**config.mk**
```make
export PLATFORM = sky130hd
export DESIGN_NAME = whacc_div
export DESIGN_NICKNAME = d
export VERILOG_FILES = /design/src/hdl/whacc_pkg.sv /design/src/hdl/whacc_div.sv
export SDC_FILE = /design/constraint.sdc
export NUM_CORES = 1
export LEC_CHECK = 0
export ABC_AREA = 1
export ABC_CLOCK_PERIOD_IN_PS = 3800
export BUFFER_PORTS_ARGS = -buffer_cell sky130_fd_sc_hd__buf_2
export CAP_MARGIN = 25
export CORE_MARGIN = 3
export CORE_UTILIZATION = 35
export DETAILED_ROUTE_END_ITERATION = 10
export PLACE_DENSITY = 0.53
export RECOVER_POWER = 25
export SLEW_MARGIN = 5
export SYNTH_ARGS = -nofsm -noshare
export SYNTH_HDL_FRONTEND = slang
export SYNTH_SLANG_ARGS = --single-unit
export TNS_END_PERCENT = 50
```
**constraint.sdc**
```tcl
create_clock -name clock -period 3.8 [get_ports clock]
set_input_delay 0.38 -clock clock [delete_from_list [all_inputs] [get_ports clock]]
set_output_delay 0.38 -clock clock [all_outputs]
set_load 0.005 [all_outputs]
```
**src/hdl/whacc_pkg.sv**
```systemverilog
// shared types, codes and saturating helpers for the weighted histogram accumulator
package whacc_pkg;

   localparam int VAL_W    = 48;
   localparam int WEIGHT_W = 32;
   localparam int RATIO_W  = 32;
   localparam int FRAC_W   = 16;
   localparam int PROB_W   = 18;
   localparam int QUOT_W   = PROB_W + 1;

   typedef enum logic [1:0] {
      OP_STORE     = 2'd0,
      OP_STORE_BAD = 2'd1,
      OP_SET_BAD   = 2'd2,
      OP_READ      = 2'd3
   } op_type;

   typedef enum logic [1:0] {
      ST_OK            = 2'd0,
      ST_BAD_INDEX     = 2'd1,
      ST_ZERO_INTEGRAL = 2'd2,
      ST_SATURATED     = 2'd3
   } status_type;

   typedef enum logic [3:0] {
      S_CLEAR,
      S_IDLE,
      S_STORE,
      S_READ,
      S_DIV,
      S_SUB,
      S_MUL,
      S_SCALE,
      S_ADD,
      S_OUT
   } state_type;

   typedef logic signed [VAL_W-1:0] val_type;

   localparam val_type VAL_MAX = val_type'({1'b0, {(VAL_W-1){1'b1}}});
   localparam val_type VAL_MIN = val_type'({1'b1, {(VAL_W-1){1'b0}}});

   localparam logic [QUOT_W-1:0] QUOT_POS_MAX = QUOT_W'((1 << (PROB_W-1)) - 1);
   localparam logic [QUOT_W-1:0] QUOT_NEG_MAX = QUOT_W'(1 << (PROB_W-1));

   typedef struct packed {
      val_type value;
      logic    sat;
   } sat_val_type;

   typedef struct packed {
      logic              done;
      logic [QUOT_W-1:0] quot;
      logic              ovf;
   } div_rsp_type;

   typedef struct packed {
      logic    done;
      val_type value;
      logic    sat;
   } scale_rsp_type;

   function automatic sat_val_type clamp_sum(input logic signed [VAL_W:0] sum);
      sat_val_type r;
      if (sum[VAL_W] != sum[VAL_W-1]) begin
         r.sat   = 1'b1;
         r.value = sum[VAL_W] ? VAL_MIN : VAL_MAX;
      end else begin
         r.sat   = 1'b0;
         r.value = sum[VAL_W-1:0];
      end
      return r;
   endfunction

   function automatic sat_val_type add_sat(input val_type a, input val_type b);
      logic signed [VAL_W:0] sum;
      sum = {a[VAL_W-1], a} + {b[VAL_W-1], b};
      return clamp_sum(sum);
   endfunction

   function automatic sat_val_type sub_sat(input val_type a, input val_type b);
      logic signed [VAL_W:0] diff;
      diff = {a[VAL_W-1], a} - {b[VAL_W-1], b};
      return clamp_sum(diff);
   endfunction

   // magnitude of the most negative value comes out as 2^47, still exact unsigned
   function automatic logic [VAL_W-1:0] mag(input val_type a);
      logic [VAL_W-1:0] u;
      u = a;
      return a[VAL_W-1] ? (~u + 1'b1) : u;
   endfunction

endpackage

```
**src/hdl/whacc_div.sv**
```systemverilog
// restoring divider: (num << 16) / den, one quotient bit per cycle, overflow flagged
module whacc_div (
   input  logic                          clock,
   input  logic                          reset,
   input  logic                          start,
   input  logic [whacc_pkg::VAL_W-1:0]   num,
   input  logic [whacc_pkg::VAL_W-1:0]   den,
   output whacc_pkg::div_rsp_type        rsp
);
   localparam int QW    = whacc_pkg::QUOT_W;
   localparam int R_W   = whacc_pkg::VAL_W + whacc_pkg::FRAC_W;
   localparam int D_W   = whacc_pkg::VAL_W + QW - 1;
   localparam int C_W   = whacc_pkg::VAL_W + QW;
   localparam int CNT_W = $clog2(QW);

   logic [R_W-1:0]   rem_ff;
   logic [D_W-1:0]   dsh_ff;
   logic [QW-1:0]    quot_ff;
   logic             ovf_ff;
   logic [CNT_W-1:0] cnt_ff;
   logic             busy_ff;
   logic             done_ff;

   logic             fits;
   logic [D_W-1:0]   rem_diff;
   logic             ovf_in;

   assign fits     = D_W'(rem_ff) >= dsh_ff;
   assign rem_diff = D_W'(rem_ff) - dsh_ff;
   // quotient needs more than QW bits when num << 16 reaches den << QW
   assign ovf_in   = C_W'({num, {whacc_pkg::FRAC_W{1'b0}}}) >= {den, {QW{1'b0}}};

   always_ff @(posedge clock) begin
      if (reset) begin
         busy_ff <= 1'b0;
         done_ff <= 1'b0;
         cnt_ff  <= '0;
      end else begin
         done_ff <= !start && busy_ff && (cnt_ff == '0);
         if (start) begin
            busy_ff <= 1'b1;
            cnt_ff  <= CNT_W'(QW - 1);
         end else if (busy_ff) begin
            if (cnt_ff == '0) begin
               busy_ff <= 1'b0;
            end else begin
               cnt_ff <= cnt_ff - 1'b1;
            end
         end
      end
   end

   always_ff @(posedge clock) begin
      if (start) begin
         rem_ff  <= {num, {whacc_pkg::FRAC_W{1'b0}}};
         dsh_ff  <= {den, {(QW-1){1'b0}}};
         quot_ff <= '0;
         ovf_ff  <= ovf_in;
      end else if (busy_ff) begin
         if (fits) begin
            rem_ff <= rem_diff[R_W-1:0];
         end
         quot_ff <= {quot_ff[QW-2:0], fits};
         dsh_ff  <= dsh_ff >> 1;
      end
   end

   assign rsp.done = done_ff;
   assign rsp.quot = quot_ff;
   assign rsp.ovf  = ovf_ff;
endmodule

```
==> impl_metrics.yaml <==
sta:
  fmax_mhz: 310
  setup_slack_ns: 0.577
  rsz0062_at_grt: "no"
  setup_viol: 0
  fin_hold_ws_ns: 0.107
  max_slew_margin_pct: -65.0
  hold_viol_final: 0
  report.final.slew_viol_count: 95
  skew_ns: 0.0143
  period_needed_ns: 3.22
  timing.setup.tns_ns: 0
  period_share_pct: 84.8
  worstMarginPinSlew_ns: 2.48
global_route:
  grt_pass1_vias: 12600
  grt_antenna_before_repair: 0
  grt_overflow: 0
  grt_max_degree: 54
  grt_pass1_wl_mm: 73.0
  gr-usage-all-layers_pct: 23.5
flow_run:
  maxCapViolations: 2
cts:
  cts_sinks: 157
  cts_tree: "yes"
  cts_setup_buffers: 0
  worstSkewPairLatency_ns: 0.46
  htreeDepth: 4
  cts_resized: 0
  clk_path_buf_depth: 2
  clkTransAtPathRegs_ns: 0.07
  hold_buffers: 0
  cts-buffers-inserted: 17
  cts_root_buffer: "clkbuf_16"
setup_path:
  reg2reg_slack_ns: 0.59
  worstSetupStartpoint: "start"
  cp_data_required_time_ns: 3.89
  cp-endpoint: "dsh_ff[34]"
  path_max_fanout: 52
  end_kind: "register"
  cp.arrival_ns: 3.31
  rr_startpoint: "busy_ff"
  critPathKind: "in2reg"
  cp-start-kind: "primary input"
  r2r_cells: 3
  reg2reg_to: "dsh_ff[34]"
logic_synthesis:
  synth_fp_nets: 2252
  synthDistinctLibCells: 41
  synth_area_per_cell_um2: 6.56
  synth-edff-count: 97
  syn_inst: 2041
  yosys_warnings: 0
  synth_area_leaders: "edfxtp_1 22%, nand2_1 19%, inv_1 12%, ha_1 10%, dfxtp_1 9.0%"
  yosysTopAreaCell: "edfxtp_1"
  synthesis.area_um2: 13400
  ys_seq_area_share_pct: 30.7
  synth_top_area_share_pct: 21.8
  ys.flop_type: "edfxtp_1"
  async_flop_share_pct: 0
  ys_ff_latch: 157
power_and_ir_drop:
  power.share.clock_pct: 28.5
  internal_power_uw: 3600
  seq_power_share_pct: 32.5
  power_leakage_uw: 0.00782
  pwr-share-comb_pct: 39.0
  p_sw_share_pct: 40.7
  ir_drop_mv: 0.272
  switchingPower_uw: 2470
  power_density_nw_per_um2: 402
floorplan:
  start_util_pct: 35.5
  die_width_um: 202
  io_pins: 120
  dieHeight_um: 202
  coreArea_um2: 37700
  dieArea_um2: 40600
  rows: 71
placement:
  dp_hpwl_mm: 40.6
  globalplace.congestion: 0.957
  numPortBuffers: 119
  dp_slack_ns: 0.657
route:
  via_count: 12900
  drc: 0
  drt-pass1-iter-count: 5
  antenna_left: 0
  drt_iter0_markers: 847
  vias_per_cell: 4.81
  wire_per_inst_um: 17.9
  wirelength_mm: 47.9
run_status:
  status: "finished, violations left"
  failed_checks: "capacitance limit, slew limit"
cells_and_area:
  drive_above_1_share_pct: 10.2
  nFillCells: 4197
  fin_nets: 2364
  antenna_cells: 0
  layout_common_cells: "667 x nand2_1, 436 x inv_1, 123 x nor2_1"
  area_growth_pct: 13.0
  layout_commonest_cell: "nand2_1"
hold_path:
  min_path_type: "in2reg"
  holdCritStartpoint: "reset"
kinds of logic after synthesis:
logic type	share of synthesized area (%)
AND/OR/NAND/NOR	31.1
buffers and inverters	14.1
AO/OA/AOI/OAI	11.2
flip-flops	30.7
adder cells (fa/ha/maj)	10.5
XOR/XNOR	2.35
area by class of cell:
type | count | area (um2) | area share (%)
clock buffers | 18 | 429 | 2.84
clock inverters | 14 | 145 | 0.960
repair buffers | 132 | 709 | 4.69
flip-flops and latches | 157 | 4110 | 27.2
inverters | 453 | 1700 | 11.2
multi-input cells | 1392 | 7390 | 48.8
well taps | 511 | 639 | 4.23
power by group through the flow:
stage	sequential, uW	combinational (uW)	clock (uW)
finish	1980	2370	1730
global route	1990	2640	1830
CTS	1980	2360	1780
detailed placement	2010	2350	0
global placement	2010	2350	0
floorplan	2010	1600	0
worst min-delay path by stage:
stage / to / slack, ns / cells past startpoint
after detailed placement: cnt_ff[0] / 0.46 / 2
after global routing: busy_ff / 0.10 / 2
final: busy_ff / 0.11 / 2
after floorplan: cnt_ff[0] / 0.44 / 2
after CTS: busy_ff / 0.08 / 2
after global placement: cnt_ff[0] / 0.46 / 2
Yosys cell counts (16+ instances only):
| master | n |
|---|---|
| nor3_1 | 20 |
| a21oi_1 | 96 |
| ha_1 | 111 |
| edfxtp_1 | 97 |
| nand2_1 | 668 |
| o21ai_2 | 20 |
| clkbuf_1 | 25 |
| nor2_1 | 123 |
| o22ai_1 | 81 |
| xnor2_1 | 33 |
| dfxtp_1 | 60 |
| inv_1 | 435 |
| o21ai_0 | 37 |
| nand3_1 | 83 |
| inv_2 | 16 |
| nand4_1 | 39 |
| nor2_2 | 18 |
per-stage QoR:
step	power, uW	cells	utilization (%)	area, um2
final	6080	2677	40.2	15100
after global routing	6460	2677	40.2	15100
after detailed placement	4360	2645	38.7	14600
after CTS	6110	2677	40.2	15200
after floorplan	3610	2041	-	13400
after global placement	4360	2645	38.7	14600
routing by layer:
metal  GRT usage (%)  up-vias  part of all wire [%]  routed length [um]
met5               0        -                     0                   0
li1                -     6660                     -                   -
met2            37.9      272                    45               21500
met1            34.0     5914                    50               23800
met3            2.46       29                   4.0                1910
met4            5.38        0                   1.5                 697
critical path, cell delays in order:
cell	delay [ns]
clkbuf_1	0.33
inv_1	0.32
nand2_1	1.54
buf_4	0.62
registers in the layout (all words and copies together), names as in the netlist:
register,count
ovf_ff,1
quot_ff,19
cnt_ff,5
busy_ff,1
done_ff,1
rem_ff,64
dsh_ff,66
Power figures use the tool's default switching activity.
