==> src/hdl/whacc_pkg.sv <==
// shared types, codes and saturating helpers for the weighted histogram accumulator
package whacc_pkg;

   localparam int VAL_W    = 48;
   localparam int WEIGHT_W = 32;
   localparam int RATIO_W  = 32;
   localparam int FRAC_W   = 16;
   localparam int PROB_W   = 18;
   localparam int QUOT_W   = PROB_W + 1;

   typedef enum logic [1:0] {
      OP_STORE     = 2'd0,
      OP_STORE_BAD = 2'd1,
      OP_SET_BAD   = 2'd2,
      OP_READ      = 2'd3
   } op_type;

   typedef enum logic [1:0] {
      ST_OK            = 2'd0,
      ST_BAD_INDEX     = 2'd1,
      ST_ZERO_INTEGRAL = 2'd2,
      ST_SATURATED     = 2'd3
   } status_type;

   typedef enum logic [3:0] {
      S_CLEAR,
      S_IDLE,
      S_STORE,
      S_READ,
      S_DIV,
      S_SUB,
      S_MUL,
      S_SCALE,
      S_ADD,
      S_OUT
   } state_type;

   typedef logic signed [VAL_W-1:0] val_type;

   localparam val_type VAL_MAX = val_type'({1'b0, {(VAL_W-1){1'b1}}});
   localparam val_type VAL_MIN = val_type'({1'b1, {(VAL_W-1){1'b0}}});

   localparam logic [QUOT_W-1:0] QUOT_POS_MAX = QUOT_W'((1 << (PROB_W-1)) - 1);
   localparam logic [QUOT_W-1:0] QUOT_NEG_MAX = QUOT_W'(1 << (PROB_W-1));

   typedef struct packed {
      val_type value;
      logic    sat;
   } sat_val_type;

   typedef struct packed {
      logic              done;
      logic [QUOT_W-1:0] quot;
      logic              ovf;
   } div_rsp_type;

   typedef struct packed {
      logic    done;
      val_type value;
      logic    sat;
   } scale_rsp_type;

   function automatic sat_val_type clamp_sum(input logic signed [VAL_W:0] sum);
      sat_val_type r;
      if (sum[VAL_W] != sum[VAL_W-1]) begin
         r.sat   = 1'b1;
         r.value = sum[VAL_W] ? VAL_MIN : VAL_MAX;
      end else begin
         r.sat   = 1'b0;
         r.value = sum[VAL_W-1:0];
      end
      return r;
   endfunction

   function automatic sat_val_type add_sat(input val_type a, input val_type b);
      logic signed [VAL_W:0] sum;
      sum = {a[VAL_W-1], a} + {b[VAL_W-1], b};
      return clamp_sum(sum);
   endfunction

   function automatic sat_val_type sub_sat(input val_type a, input val_type b);
      logic signed [VAL_W:0] diff;
      diff = {a[VAL_W-1], a} - {b[VAL_W-1], b};
      return clamp_sum(diff);
   endfunction

   // magnitude of the most negative value comes out as 2^47, still exact unsigned
   function automatic logic [VAL_W-1:0] mag(input val_type a);
      logic [VAL_W-1:0] u;
      u = a;
      return a[VAL_W-1] ? (~u + 1'b1) : u;
   endfunction

endpackage

==> src/hdl/whacc_scale.sv <==
// integral times unsigned q16.16 ratio on magnitudes, two partial products, clamped
module whacc_scale (
   input  logic                            clock,
   input  logic                            reset,
   input  logic                            start,
   input  whacc_pkg::val_type              integ,
   input  logic [whacc_pkg::RATIO_W-1:0]   ratio,
   output whacc_pkg::scale_rsp_type        rsp
);
   localparam int LO_W = 32;
   localparam int HI_W = whacc_pkg::VAL_W - LO_W;
   localparam int PH_W = HI_W + whacc_pkg::RATIO_W;
   localparam int PL_W = LO_W + whacc_pkg::RATIO_W;
   localparam int P_W  = PH_W + whacc_pkg::FRAC_W;
   localparam logic [P_W-1:0] P_NEG_LIM = P_W'(1) << (whacc_pkg::VAL_W - 1);
   localparam logic [P_W-1:0] P_POS_LIM = P_NEG_LIM - 1'b1;

   logic [whacc_pkg::VAL_W-1:0] m;
   logic [PH_W-1:0]             prod_hi_ff;
   logic [PL_W-1:0]             prod_lo_ff;
   logic                        neg_ff;
   logic                        stage_ff;
   logic                        done_ff;
   whacc_pkg::val_type          value_ff;
   logic                        sat_ff;

   logic [P_W-1:0]              p;
   whacc_pkg::val_type          value_in;
   logic                        sat_in;

   assign m = whacc_pkg::mag(integ);
   assign p = {prod_hi_ff, {whacc_pkg::FRAC_W{1'b0}}}
            + P_W'(prod_lo_ff >> whacc_pkg::FRAC_W);

   always_comb begin
      if (neg_ff) begin
         sat_in   = p > P_NEG_LIM;
         value_in = sat_in ? whacc_pkg::VAL_MIN
                           : whacc_pkg::val_type'(-p[whacc_pkg::VAL_W-1:0]);
      end else begin
         sat_in   = p > P_POS_LIM;
         value_in = sat_in ? whacc_pkg::VAL_MAX
                           : whacc_pkg::val_type'(p[whacc_pkg::VAL_W-1:0]);
      end
   end

   always_ff @(posedge clock) begin
      if (reset) begin
         stage_ff <= 1'b0;
         done_ff  <= 1'b0;
      end else begin
         stage_ff <= start;
         done_ff  <= stage_ff;
      end
   end

   always_ff @(posedge clock) begin
      if (start) begin
         neg_ff     <= integ[whacc_pkg::VAL_W-1];
         prod_hi_ff <= PH_W'(m[whacc_pkg::VAL_W-1:LO_W]) * PH_W'(ratio);
         prod_lo_ff <= PL_W'(m[LO_W-1:0]) * PL_W'(ratio);
      end
      if (stage_ff) begin
         value_ff <= value_in;
         sat_ff   <= sat_in;
      end
   end

   assign rsp.done  = done_ff;
   assign rsp.value = value_ff;
   assign rsp.sat   = sat_ff;
endmodule

==> config.mk <==
export PLATFORM = sky130hd
export DESIGN_NAME = whacc_scale
export DESIGN_NICKNAME = d
export VERILOG_FILES = /design/src/hdl/whacc_pkg.sv /design/src/hdl/whacc_scale.sv
export SDC_FILE = /design/constraint.sdc
export NUM_CORES = 2
export LEC_CHECK = 0
export BUFFER_PORTS_ARGS = -buffer_cell sky130_fd_sc_hd__clkbuf_2
export CAP_MARGIN = 0
export CORE_MARGIN = 3
export CORE_UTILIZATION = 38
export CTS_CLUSTER_SIZE = 24
export DETAILED_ROUTE_END_ITERATION = 16
export HOLD_SLACK_MARGIN = 0.06
export PLACE_DENSITY = 0.53
export REMOVE_ABC_BUFFERS = 1
export SETUP_SLACK_MARGIN = 0.05
export SLEW_MARGIN = 20
export SYNTH_ARGS = -nofsm -noshare
export SYNTH_HDL_FRONTEND = slang
export SYNTH_SLANG_ARGS = --single-unit
==> constraint.sdc <==
create_clock -name clock -period 10.45 [get_ports clock]
set_input_delay 0.5225 -clock clock [delete_from_list [all_inputs] [get_ports clock]]
set_output_delay 0.5225 -clock clock [all_outputs]
set_load 0.02 [all_outputs]
==> implementation parameters <==
Parameter                              Value

Outcome
  Outcome    finished clean

Layout
  Synthesis-to-finish area growth    7.52%
  Fill cells    15.1k
  # nets final    8152
  Fraction of layout instances using a drive strength above 1    0.0703
  Post-route cell area    62200 µm²
  Post-layout util    0.413
  Footprint of the multi-input gates    47400 µm²
  Most frequent cells in the layout    sky130_fd_sc_hd__inv_1, sky130_fd_sc_hd__fa_1, sky130_fd_sc_hd__nand2_1
  Leading cell type in the layout, fill and taps excluded    sky130_fd_sc_hd__inv_1
  Storage cell area    4430 µm²

STA
  Fin. max-slew vios    0
  Final worst hold slack    271 ps
  Setup repair after global routing missed its margin    false
  Final Hold Viols    0
  Min cycle time layout    9950 ps
  Slew margin rel.    0.256
  Clock tree skew after final layout    16.0 ps
  Worst Tran Pin Value    1120 ps
  Share of the clock period used by the worst path    0.952
  Endpoints failing setup    0
  Peak clock frequency supported by timing    100 MHz

Detailed routing
  Ratio of routed vias to standard cells    5.08
  Post-DR wirelength/cell    20.1 µm
  DRC    0
  DRT iter0 DRCs    2483
  Number of antenna-violating nets in the routed design    0
  Count of vias placed by the detailed router    42.6k
  Final WL    169000 µm
  Number of search-and-repair iterations in the first detailed-routing pass    5

Clocking
  Inserted Clock Buffers    17
  Number of hold-repair buffers added at the cts stage    0
  Sinks on the clock net    148
  CTS Buffer Depth    2
  Reg clk slew, reported paths    70 ps
  Clock Root Buffer    sky130_fd_sc_hd__clkbuf_16
  Source-to-sink clock delay at the later pin of the worst-skew pair    480 ps
  CTS tree    yes
  CTS H-tree depth    4

Critical path
  Cell class contributing the biggest share of worst-path delay    adder cells
  Critical Path Source    integ[13]
  Category of the worst setup path capture point    flop
  Critical setup path kind    primary input to flop
  CP max stage delay    560 ps
  Buffer and inverter count on the worst path    5
  Cell mode on critical path    sky130_fd_sc_hd__fa_1
  Critical path fanouts, max    14
  Worst path arrival time    10170 ps
  Required time of the worst setup path    10670 ps
  Master of the slowest instance on the critical path    sky130_fd_sc_hd__fa_1
  Launching point of the worst reg2reg path    prod_lo_ff[34]
  Kind of start point of the critical path    primary input

Worst hold path
  Launch point of the worst hold path    reset
  Hold crit path type    primary input to flop

Global routing
  Number of global-route vias before repair    46.1k
  First-pass GRT wire length    270000 µm
  Overflow after GRT    0
  Overall global routing resource usage    0.222
  Number of antenna violations at the first check in global routing    19
  Largest net degree at the start of global routing    52

Logic synthesis
  Ys async rst share    0
  Number of library cell types mapped by synthesis    84
  Number of enable-type register cells in the synthesized netlist    146
  Cell Area, Synth    57900 µm²
  Flip-flop and latch count after synthesis    148
  Area share of the leading cell type in the synthesized netlist    0.455
  Part of the Yosys area used for sequential elements    0.0765
  Synth top area cells    sky130_fd_sc_hd__fa_1, sky130_fd_sc_hd__ha_1, sky130_fd_sc_hd__inv_1, sky130_fd_sc_hd__edfxtp_1, sky130_fd_sc_hd__and2_1
  Synthesis Warnings    0
  Gate Count Post-Synth    6353
  Synth Area per Inst    9.11 µm²
  Cell type with the largest total area after synthesis    sky130_fd_sc_hd__fa_1
  Most used flip-flop cell after synthesis    sky130_fd_sc_hd__edfxtp_1

Floorplanning
  Count of standard-cell rows    142
  Effective utilization at floorplan    0.384
  Die width    396 µm
  Core area    150000 µm²
  Area enclosed by the die boundary    157000 µm²
  Io pins    133
  Height of the chip    396 µm

Placement
  Final estimated routing congestion in global placement    0.863
  Number of buffer cells added on primary ports    132
  Detailed Place HPWL    141000 µm
  Cell area after placement    61600 µm²

Flow run
  Max-capacitance violation count    0
cell usage after synthesis, types with 16 or more instances:
| master | instances |
|---|---|
| sky130_fd_sc_hd__o31ai_1 | 26 |
| sky130_fd_sc_hd__o21ai_0 | 96 |
| sky130_fd_sc_hd__edfxtp_1 | 146 |
| sky130_fd_sc_hd__nand2_1 | 973 |
| sky130_fd_sc_hd__and3_1 | 25 |
| sky130_fd_sc_hd__and2_1 | 688 |
| sky130_fd_sc_hd__or3_1 | 23 |
| sky130_fd_sc_hd__a211oi_1 | 19 |
| sky130_fd_sc_hd__inv_1 | 1351 |
| sky130_fd_sc_hd__a21oi_1 | 150 |
| sky130_fd_sc_hd__nor2b_1 | 16 |
| sky130_fd_sc_hd__nor3_1 | 46 |
| sky130_fd_sc_hd__nand3_1 | 51 |
| sky130_fd_sc_hd__nand2b_1 | 16 |
| sky130_fd_sc_hd__nor2_1 | 96 |
| sky130_fd_sc_hd__o211ai_1 | 17 |
| sky130_fd_sc_hd__xor2_1 | 47 |
| sky130_fd_sc_hd__o21a_1 | 24 |
| sky130_fd_sc_hd__fa_1 | 1314 |
| sky130_fd_sc_hd__ha_1 | 414 |
| sky130_fd_sc_hd__xnor2_1 | 128 |
| sky130_fd_sc_hd__nand4_1 | 20 |
| sky130_fd_sc_hd__and2_4 | 16 |
| sky130_fd_sc_hd__o21bai_1 | 17 |
| sky130_fd_sc_hd__a21o_1 | 47 |
| sky130_fd_sc_hd__clkbuf_1 | 337 |
| sky130_fd_sc_hd__or4_1 | 16 |
metrics by stage:
step | cells | setup slack (ps) | TNS (ps)
global route | 8371 | 134 | 0
finish | 8384 | 497 | 0
floorplan | 6000 | 380 | 0
detailed placement | 8338 | -17.6 | -17.6
CTS | 8370 | 485 | 0
global placement | 8338 | 53.3 | 0
final cells by class:
| class | count | area share |
|---|---|---|
| Clock inverter | 14 | 0.00187 |
| Clock buffer | 18 | 0.00690 |
| Timing Repair Buffer | 322 | 0.0358 |
| Antenna cell | 14 | 0.000563 |
| Sequential cell | 148 | 0.0711 |
| Tap cell | 2016 | 0.0405 |
| Inverter | 1351 | 0.0815 |
| Multi-Input combinational cell | 4501 | 0.762 |
cell families after synthesis:
family / Yosys count / synth area share
flops: 148 / 0.0765
fa+ha+maj: 1728 / 0.544
mux: 9 / 0.00162
simple gates: 2044 / 0.176
xor+xnor: 175 / 0.0265
compound gates: 545 / 0.0639
buf+inv: 1704 / 0.111
final timing paths:
check / endpoint / slack, ps / cells past startpoint
max: prod_lo_ff[60] / 500 / 32
max reg2reg: value_ff[24] / 4450 / 14
min reg2reg: value_ff[0] / 600 / 2
min: stage_ff / 270 / 2
metal layers:
layer | GRT usage | vias up | wire [µm]
li1 | - | 19200 | -
met1 | 0.307 | 22300 | 75200
met2 | 0.371 | 981 | 81200
met3 | 0.0299 | 199 | 8480
met4 | 0.0459 | 10 | 3730
met5 | 0 | - | 75
sequential cells by signal, indices dropped and copies added (netlist names):
signal and count:
stage_ff 1, sat_ff 1, prod_hi_ff 48, done_ff 1
neg_ff 1, prod_lo_ff 48, value_ff 48
timing repair:
action,CTS,global route
setup buffers,0,0
endpoints found under the setup margin,0,3
resized for setup,0,1
Power is left out: the tool's default activity adds up to more than one toggle a clock period on the data nets, which glitch-free logic cannot reach.
